File: config.mk
export PLATFORM = sky130hd
export DESIGN_NAME = sparse_polynomial_add
export DESIGN_NICKNAME = d
export VERILOG_FILES = /design/src/spa_pkg.sv /design/src/sparse_polynomial_add.sv /design/src/spa_term_ram.sv
export SDC_FILE = /design/constraint.sdc
export NUM_CORES = 2
export LEC_CHECK = 0
export BUFFER_PORTS_ARGS = -buffer_cell sky130_fd_sc_hd__buf_2
export CAP_MARGIN = 20
export CORE_AREA = 2 2 558 421
export CTS_CLUSTER_SIZE = 24
export DETAILED_ROUTE_END_ITERATION = 16
export DIE_AREA = 0 0 560 423
export PLACE_DENSITY_LB_ADDON = 0.25
export SYNTH_ARGS = -nofsm -noshare
export SYNTH_HDL_FRONTEND = slang
export SYNTH_SLANG_ARGS = --single-unit
File: constraint.sdc
create_clock -name clk_i -period 3.94 [get_ports clk_i]
set_input_delay 0 -clock clk_i [delete_from_list [all_inputs] [get_ports clk_i]]
set_output_delay 0 -clock clk_i [all_outputs]
set_load 0.05 [all_outputs]
File: src/spa_pkg.sv
// Package for the sparse polynomial adder: word types, FSM states, defaults.
// No dependencies; imported by every module of the block.
package spa_pkg;

  localparam int unsigned MaxTermsDef = 32;
  localparam int unsigned CoefW       = 32;
  localparam int unsigned ExpnW       = 16;

  typedef struct packed {
    logic                    func;
    logic                    term_present;
    logic signed [CoefW-1:0] term_coef;
    logic signed [ExpnW-1:0] term_expn;
    logic                    end_of_poly;
  } in_word_t;

  typedef struct packed {
    logic signed [CoefW-1:0] out_coef;
    logic signed [ExpnW-1:0] out_expn;
    logic                    out_present;
    logic                    out_last;
    logic                    load_overflow;
  } out_word_t;

  typedef struct packed {
    logic signed [CoefW-1:0] coef;
    logic signed [ExpnW-1:0] expn;
  } term_t;

  localparam logic FuncLoadA = 1'b0;
  localparam logic FuncLoadB = 1'b1;

  typedef enum logic [1:0] {
    StIdle,
    StRead,
    StEval,
    StFlush
  } spa_state_e;

endpackage

File: src/sparse_polynomial_add.sv
// Sparse polynomial adder: loads A then B, merges on B's end, saturating sums.
// Words are loaded while idle; the merge steps the shared compare/add unit
// (read the two stores, then evaluate) until both stores are used up, then
// flushes the pending term, or an empty word, marked as the last word.
// Results leave through an output register; in_ready_o is low during the merge.
// Reset (asynchronous, active low) clears counts, overflow, FSM and output valid.
module sparse_polynomial_add #(
  parameter int unsigned MaxTerms = spa_pkg::MaxTermsDef
) (
  input  logic              clk_i,
  input  logic              rst_ni,
  input  logic              in_valid_i,
  output logic              in_ready_o,
  input  spa_pkg::in_word_t in_word_i,
  output logic              out_valid_o,
  input  logic              out_ready_i,
  output spa_pkg::out_word_t out_word_o
);
  import spa_pkg::*;

  localparam int unsigned IdxW = (MaxTerms > 1) ? $clog2(MaxTerms) : 1;
  localparam int unsigned CntW = $clog2(MaxTerms + 1);
  localparam logic [CntW-1:0] CntMax = CntW'(MaxTerms);

  spa_state_e state_q, state_d;
  logic [CntW-1:0] a_cnt_q, a_cnt_d, b_cnt_q, b_cnt_d;
  logic [CntW-1:0] i_q, i_d, j_q, j_d;
  logic            ovf_q, ovf_d;
  logic            pend_v_q, pend_v_d;
  term_t           pend_q, pend_d;
  logic            out_valid_q, out_valid_d;
  out_word_t       out_q, out_d;

  logic   accept, we_a, we_b, out_free;
  term_t  wterm, a_rd, b_rd;
  logic   i_ok, j_ok, take_a, take_b, cand_v;
  logic signed [CoefW:0] sum_w;
  logic signed [CoefW-1:0] sum_sat;
  term_t  cand;

  assign accept   = in_valid_i && in_ready_o;
  assign in_ready_o = (state_q == StIdle);
  assign out_free = !out_valid_q || out_ready_i;
  assign wterm    = '{coef: in_word_i.term_coef, expn: in_word_i.term_expn};

  assign we_a = accept && in_word_i.term_present && (in_word_i.func == FuncLoadA)
                && (a_cnt_q < CntMax);
  assign we_b = accept && in_word_i.term_present && (in_word_i.func == FuncLoadB)
                && (b_cnt_q < CntMax);

  spa_term_ram #(.Depth(MaxTerms), .IdxW(IdxW)) u_ram_a (
    .clk_i   (clk_i),
    .we_i    (we_a),
    .waddr_i (a_cnt_q[IdxW-1:0]),
    .wdata_i (wterm),
    .raddr_i (i_q[IdxW-1:0]),
    .rdata_o (a_rd)
  );

  spa_term_ram #(.Depth(MaxTerms), .IdxW(IdxW)) u_ram_b (
    .clk_i   (clk_i),
    .we_i    (we_b),
    .waddr_i (b_cnt_q[IdxW-1:0]),
    .wdata_i (wterm),
    .raddr_i (j_q[IdxW-1:0]),
    .rdata_o (b_rd)
  );

  // shared compare / saturating add
  always_comb begin
    i_ok   = (i_q < a_cnt_q);
    j_ok   = (j_q < b_cnt_q);
    take_a = !j_ok || (i_ok && (a_rd.expn < b_rd.expn));
    take_b = !take_a && (!i_ok || (a_rd.expn > b_rd.expn));
    sum_w  = {a_rd.coef[CoefW-1], a_rd.coef} + {b_rd.coef[CoefW-1], b_rd.coef};
    if (sum_w[CoefW] != sum_w[CoefW-1]) begin
      sum_sat = sum_w[CoefW] ? {1'b1, {(CoefW-1){1'b0}}} : {1'b0, {(CoefW-1){1'b1}}};
    end else begin
      sum_sat = sum_w[CoefW-1:0];
    end
    if (take_a) begin
      cand = a_rd;
    end else if (take_b) begin
      cand = b_rd;
    end else begin
      cand = '{coef: sum_sat, expn: a_rd.expn};
    end
    cand_v = take_a || take_b || (sum_sat != '0);
  end

  always_comb begin
    state_d     = state_q;
    a_cnt_d     = a_cnt_q;
    b_cnt_d     = b_cnt_q;
    i_d         = i_q;
    j_d         = j_q;
    ovf_d       = ovf_q;
    pend_v_d    = pend_v_q;
    pend_d      = pend_q;
    out_valid_d = out_valid_q && !out_ready_i;
    out_d       = out_q;
    case (state_q)
      StIdle: begin
        if (accept) begin
          if (we_a) a_cnt_d = a_cnt_q + 1'b1;
          if (we_b) b_cnt_d = b_cnt_q + 1'b1;
          if (in_word_i.term_present && !we_a && !we_b) ovf_d = 1'b1;
          if ((in_word_i.func == FuncLoadB) && in_word_i.end_of_poly) begin
            i_d      = '0;
            j_d      = '0;
            pend_v_d = 1'b0;
            state_d  = StRead;
          end
        end
      end
      StRead: begin
        state_d = ((i_q < a_cnt_q) || (j_q < b_cnt_q)) ? StEval : StFlush;
      end
      StEval: begin
        if (out_free) begin
          if (!take_b) i_d = i_q + 1'b1;
          if (!take_a) j_d = j_q + 1'b1;
          if (cand_v) begin
            if (pend_v_q) begin
              out_valid_d = 1'b1;
              out_d = '{out_coef: pend_q.coef, out_expn: pend_q.expn, out_present: 1'b1,
                        out_last: 1'b0, load_overflow: ovf_q};
            end
            pend_v_d = 1'b1;
            pend_d   = cand;
          end
          state_d = StRead;
        end
      end
      StFlush: begin
        if (out_free) begin
          out_valid_d = 1'b1;
          if (pend_v_q) begin
            out_d = '{out_coef: pend_q.coef, out_expn: pend_q.expn, out_present: 1'b1,
                      out_last: 1'b1, load_overflow: ovf_q};
          end else begin
            out_d = '{out_coef: '0, out_expn: '0, out_present: 1'b0,
                      out_last: 1'b1, load_overflow: ovf_q};
          end
          pend_v_d = 1'b0;
          a_cnt_d  = '0;
          b_cnt_d  = '0;
          ovf_d    = 1'b0;
          state_d  = StIdle;
        end
      end
      default: state_d = StIdle;
    endcase
  end

  always_ff @(posedge clk_i or negedge rst_ni) begin
    if (!rst_ni) begin
      state_q     <= StIdle;
      a_cnt_q     <= '0;
      b_cnt_q     <= '0;
      i_q         <= '0;
      j_q         <= '0;
      ovf_q       <= 1'b0;
      pend_v_q    <= 1'b0;
      out_valid_q <= 1'b0;
    end else begin
      state_q     <= state_d;
      a_cnt_q     <= a_cnt_d;
      b_cnt_q     <= b_cnt_d;
      i_q         <= i_d;
      j_q         <= j_d;
      ovf_q       <= ovf_d;
      pend_v_q    <= pend_v_d;
      out_valid_q <= out_valid_d;
    end
  end

  always_ff @(posedge clk_i) begin
    pend_q <= pend_d;
    out_q  <= out_d;
  end

  assign out_valid_o = out_valid_q;
  assign out_word_o  = out_q;

endmodule

File: src/spa_term_ram.sv
// Term store for one polynomial: single write port, one registered read port.
// Depends on spa_pkg for the term type.
module spa_term_ram #(
  parameter int unsigned Depth = 32,
  parameter int unsigned IdxW  = 5
) (
  input  logic                 clk_i,
  input  logic                 we_i,
  input  logic [IdxW-1:0]      waddr_i,
  input  spa_pkg::term_t       wdata_i,
  input  logic [IdxW-1:0]      raddr_i,
  output spa_pkg::term_t       rdata_o
);
  import spa_pkg::*;

  term_t mem_q [Depth];
  term_t rdata_q;

  always_ff @(posedge clk_i) begin
    if (we_i) begin
      mem_q[waddr_i] <= wdata_i;
    end
  end

  always_ff @(posedge clk_i) begin
    rdata_q <= mem_q[raddr_i];
  end

  assign rdata_o = rdata_q;

endmodule

After elaboration in Yosys (flattened, before gate mapping)
Memory sizes are Yosys's and may differ from the RTL's. A register that Yosys moved wholly into a read port is not among the register bits.
Cells that the tools add are included.

word-level totals
  output and inout port bits = 53
  input bits = 55
  bits in writable memories = 3072
  word-level logic and storage cells = 133
  memories kept = 2
  register bits after elaboration = 128

cells by class
  reduce and logical (&&, ||, !) cells = 40
  add/sub/neg operators = 5
  equal/unequal tests = 15
  mux-type cells = 49
  magnitude comparators = 6
  bitwise logic cells = 1

memories
  memory         words  width  rd ports  clocked after Yosys merged registers in  wr ports  line                text
  u_ram_a.mem_q  32     48     1         1                                        1         spa_term_ram.sv:16  term_t mem_q [Depth];
  u_ram_b.mem_q  32     48     1         1                                        1         spa_term_ram.sv:16

operators by type and width
  operator             count
  $mux 51              5
  $pmux 51 s2          1
  $mux 48              2
  $mux 6               11
  $mux 32              2
  $pmux 6 s2           4
  $add 32x32->33       1
  $reduce_bool 32->1   1
  $add 6x1->6 const B  4
  $gt 16x16->1         1
  $lt 16x16->1         1
  $mux 1               16
  $reduce_and 4->1     4
  $reduce_and 5->1     3
  $logic_and 1x1->1    12
  $lt 6x6->1           2
  $lt 6x6->1 const B   2
  $ne 2x2->1 const B   6
  $ne 2x1->1 const B   5
  $mux 2               4
  $pmux 2 s4           1
  $logic_not 1->1      7
  $logic_or 1x1->1     6
  $reduce_and 6->1     1
  other kinds (10)     14

Logic depth before layout (Yosys ltp)
  depth after elaboration = 11
  depth in mapped cells = 14
  depth with buffers taken out = 12

Modules after synthesis
From an unflattened synthesis, not the netlist that was laid out.

second synthesis, totals
  cell total of the unflattened synthesis = 7587
  area total of the unflattened synthesis = 129744.4 µm²

modules (own cells, without submodules)
  module                 cells an instance  seq. area each (µm²)  times used  area each (µm²)
  spa_term_ram           3364               47085.2               2           60724.5
  sparse_polynomial_add  859                3698.5                1           8295.5

Worst setup path before layout
OpenSTA, ideal clock, no wires.

  kind = register -> register
  start = register state_q[0]
  end = memory u_ram_b.mem_q[28][0] in the netlist's numbering (enable)
  clock period less this slack = 4.606 ns
  required time = 3.486 ns
  arrival = 4.152 ns
  cell stages (with the launch flop) = 7
  slack = -0.666 ns
  library setup time = 0.454 ns
  path buffers = 0
  cell sequence = dfrtp_1 inv_1 ha_1 nand3_1 nor3b_1 nand2_1 nor2_1

on the way
  word-level cells in the longest chain between the ends = 7

ends and longest elaborated chain
  element                         line                          text
  from (decl)                     sparse_polynomial_add.sv:25   spa_state_e state_q, state_d;
  from (signal assigned)          sparse_polynomial_add.sv:158  state_q <= StIdle;
  from (signal assigned)          sparse_polynomial_add.sv:167  state_q <= state_d;
  $logic_not 2->1                 sparse_polynomial_add.sv:42   assign in_ready_o = (state_q == StIdle);
  named net in_ready_o            sparse_polynomial_add.sv:13   output logic in_ready_o,
  $logic_and 1x1->1               sparse_polynomial_add.sv:41   assign accept = in_valid_i && in_ready_o;
  $logic_and 1x1->1 (2 in a row)  sparse_polynomial_add.sv:48   assign we_b = accept && in_word_i.term_present && (in_word_i.func == FuncLoadB)
  $logic_and 1x1->1               sparse_polynomial_add.sv:49   && (b_cnt_q < CntMax);
  $mux 1                          spa_term_ram.sv:20            if (we_i) begin
  $mux 1 (implied by the code)    spa_term_ram.sv:21            mem_q[waddr_i] <= wdata_i;
  to (decl)                       spa_term_ram.sv:16

The timed path passes the listed nets, and every way through them passes these cells.

Final worst setup path
  start = register u_ram_a.rdata_o[22] (netlist name)
  end = register out_q (netlist bit out_word_o[9]) (enable)

on the way
  word-level cells in the longest chain between the ends = 7
  elaborated cells on any way between the ends = 8
  classes of those cells = add/sub (1); eq/ne (2); mux (2); reduce/logical (3)

ends and longest elaborated chain
  element                                       line                                                      text
  $add 32x32->33 (*)                            sparse_polynomial_add.sv:75                               sum_w = {a_rd.coef[CoefW-1], a_rd.coef} + {b_rd.coef[CoefW-1], b_rd.coef};
  $mux 32 / $ne 1x1->1 (equally long branches)  sparse_polynomial_add.sv:77, sparse_polynomial_add.sv:76
  $mux 32 (*)                                   sparse_polynomial_add.sv:76                               if (sum_w[CoefW] != sum_w[CoefW-1]) begin
  $reduce_bool 32->1 (*)                        sparse_polynomial_add.sv:88                               cand_v = take_a || take_b || (sum_sat != '0);
  $logic_or 1x1->1 (*)                          sparse_polynomial_add.sv:88
  $ne 2x2->1 (no line) (*)                      n/a
  $reduce_and 5->1 (no line) (*)                n/a
  to (signal assigned)                          sparse_polynomial_add.sv:180                              out_q <= out_d;
  to (decl)                                     sparse_polynomial_add.sv:32                               out_word_t out_q, out_d;

Every way passes the cells marked *; elsewhere a longest branch is shown, timed or not.
A chain may end at the register's enable or synchronous reset.

==> impl_metrics.py <==
metrics = {
    "placed_design": {
        "port_buffers": 107,
        "routabilityCongestion": 0.8742,
        "dp.final_hpwl_mm": 175.9,
        "dpl_cell_area_um2": 134000,
        "pre_cts_ws_ns": -0.4012,
    },
    "synth": {
        "ys_types": 72,
        "synth_flop_cell": "edfxtp_1",
        "synth_area_um2": 126900,
        "ys_seq_elements": 3296,
        "yosysMostFrequentCell": "edfxtp_1",
        "synth-edff-count": 3171,
        "synthTopCellsByCount": "edfxtp_1 (3171), mux4_2 (960), clkbuf_1 (194)",
        "yosysWarnings": 0,
        "netlist_top_cells_area": "edfxtp_1 (75%), mux4_2 (17%), dfxtp_1 (1.5%)",
        "yosysTopAreaCell": "edfxtp_1",
        "yosysSeqAreaShare_pct": 77.13,
        "synth_fp_nets": 5604,
        "syn_inst": 5475,
        "syn_avg_cell_area_um2": 23.18,
        "synth.top_cell.area_share_pct": 75.05,
        "async_reset_ff_share_pct": 0.8799,
    },
    "cts": {
        "cts.sinks": 3296,
        "clkLatencyLatePin_ns": 0.88,
        "cts_root_buf": "clkbuf_16",
        "clk_pin_slew_ns": 0.07,
        "cts_tree": "yes",
        "h-tree-depth": 5,
        "cts_buffers": 310,
        "clockBufferDepth": 4,
    },
    "detailed_routing": {
        "firstDrtPassIters": 8,
        "routed_via_density": 6.532,
        "drc": 0,
        "ant_nets": 0,
        "wl_per_cell_um": 33.84,
        "routed_wl_mm": 316.8,
        "via_count": 61162,
        "drt_iter0_markers": 8503,
    },
    "setup_path": {
        "critPathMaxFanout": 22,
        "path_class": "register to register",
        "required_ns": 4.54,
        "r2r_setup_slack_ns": -0.1,
        "crit_path_end_kind": "register",
        "critical_path_arrival_ns": 4.63,
        "start_kind": "register",
    },
    "floorplanning": {
        "rows": 153,
        "dieArea_um2": 236900,
        "core_um2": 231300,
        "ioPinCount": 108,
        "chipHeight_um": 423,
        "die_w_um": 560,
        "initial_utilization_pct": 54.87,
    },
    "sta": {
        "setup_ws_ns": -0.09697,
        "fmax_ghz": 0.2477,
        "setup_violations": 80,
        "rsz0062_at_grt": "true",
        "post-route-min-period_ns": 4.037,
        "clock_skew_ns": 0.03345,
        "fin_crit_sh_pct": 102.5,
        "finalMaxSlewViolations": 0,
        "tns_ns": -3.248,
        "slew_headroom_pct": 21.87,
        "finalHoldViolCount": 0,
        "tightest_slew_ns": 1.172,
    },
    "finish": {
        "fin_area_um2": 145500,
        "n_fill_cell": 15411,
        "drive_above_1_share_pct": 33.03,
        "final_util_pct": 62.90,
        "area_growth_pct": 14.64,
        "fin_nets": 6145,
    },
    "run_status": {
        "status": "complete, but fails checks",
        "violations": "setup timing",
    },
    "job": {
        "maxCapViolCount": 0,
    },
    "power": {
        "p_leak_nw": 45.00,
        "power.density_nw_per_um2": 611.1,
        "peakVddDrop_mv": 0.5276,
    },
    "global_route": {
        "grt_pass1_vias": 59787,
        "grt_usage_pct": 26.81,
        "overflow": 0,
        "grt_pass1_wl_mm": 449.5,
        "antenna_found_initial": 7,
        "grt_start_max_net_pins": 149,
    },
    "worst_hold_path": {
        "hold_path.class": "input pin to register",
    },
}
## flip-flops by register name, indices dropped and copies added, names as in the netlist
signal	count
pend_q	48
a_cnt_q	6
out_word_o	51
out_valid_o	1
state_q	2
i_q	6
u_ram_b.rdata_o	48
u_ram_a.rdata_o	48
b_cnt_q	6
pend_v_q	1
u_ram_a.mem_q	1536
ovf_q	1
j_q	6
u_ram_b.mem_q	1536
## worst max-delay path: stages (launching register included)
cell	delay (ns)
dfxtp_1	0.31
ha_1	0.32
buf_6	0.15
a2111oi_2	0.27
o21ai_1	0.15
and3_4	0.19
o31a_1	0.33
o31ai_4	0.37
xnor2_2	0.14
nor4_2	0.28
nand4_1	0.14
a2111o_1	0.55
a41o_4	0.34
buf_12	0.17
## per-layer routing
layer	part of all wire, %	wire length [um]	track usage, %	vias up
li1	-	-	-	24388
met5	0.012	38	0	-
met4	2.1	6796	5.908	6
met3	10	32860	5.722	423
met1	42	133900	42.21	32998
met2	45	143200	39.12	3347
## worst paths after layout
| path | cells past startpoint | to | start |
|---|---|---|---|
| min in group asynchronous | 4 | j_q[2]$_DFFE_PN0P_ | rst_ni |
| max reg2reg | 13 | out_word_o[9]$_DFFE_PP_ | u_ram_a.rdata_o[22]$_DFF_P_ |
| min reg2reg | 0 | out_word_o[0]$_DFFE_PP_ | ovf_q$_DFFE_PN0P_ |
| max in group asynchronous | 4 | i_q[3]$_DFFE_PN0P_ | rst_ni |
| min | 2 | u_ram_b.mem_q[8][26]$_DFFE_PP_ | in_word_i[27] |
| max | 13 | out_word_o[9]$_DFFE_PP_ | u_ram_a.rdata_o[22]$_DFF_P_ |
## placed cells by master, fill, tap and decap left out, drive strengths merged, types with 5 or more instances in the layout
cell         instances
nor4                 5
a21o                24
clkbuf             393
or3                  8
a31oi               20
or2                  5
a211oi               7
and2                59
nand3               25
bufinv              23
inv                 51
ha                  73
clkinv             125
nand4               13
nand2              108
nor3                10
dlygate4sd3         63
dfxtp               96
dfrtp               29
buf                444
mux2               114
o21a                 9
and3                 5
mux4               960
nor2b                7
xnor2               20
o21ai              114
o31a                 5
nor2               116
nand2b              11
a21oi               67
edfxtp            3171
o21bai               6
xor2                 9
nand3b               6
## final cells by class
cell class                      count  area (um^2)  area share, %
Timing Repair Buffer              509         5255          3.613
Inverter                           37        138.9        0.09548
Multi-Input combinational cell   1862        28480          19.58
Antenna cell                        2        5.005       0.003441
Sequential cell                  3296        97910          67.31
Clock buffer                      391         8319          5.719
Clock inverter                    166         1470          1.011
Tap cell                         3100         3879          2.667
## cell families after synthesis
| group | count (synthesis) | share of synthesized area (%) |
|---|---|---|
| AOI/OAI and AO/OA | 295 | 1.441 |
| xor gates and xnor gates | 29 | 0.2061 |
| adders and majority gates | 74 | 0.7356 |
| buffers and inverters | 317 | 0.9555 |
| DFF | 3296 | 77.13 |
| muxes | 1074 | 18.05 |
| and+or+nand+nor | 390 | 1.478 |
## power breakdown
group	switching [mW]	internal (mW)	total [mW]
clock	12.8	16.5	29.3
sequential	0.560	39.5	40.1
combinational	10.7	8.83	19.5
## repair_timing
action | in CTS | in global routing
gates cloned | 0 | 3
hold buffers | 62 | 2
setup buffers | 1 | 0
pin swaps | 7 | 10
gates resized for setup | 19 | 13
endpoints found under the hold margin | 3121 | 11
endpoints found under the setup margin | 101 | 101
## metrics by stage
stage,hold WS (ns),power (mW),cells
3_3_place_gp,0.1066,59.76,8700
4_1_cts,0.1517,89.03,9320
6_report,0.03755,88.88,9363
2_1_floorplan,-0.2956,53.11,5475
3_5_place_dp,0.1064,59.79,8700
5_1_grt,0.02968,91.97,9361
No activity file was read; power rests on OpenSTA's default activity.
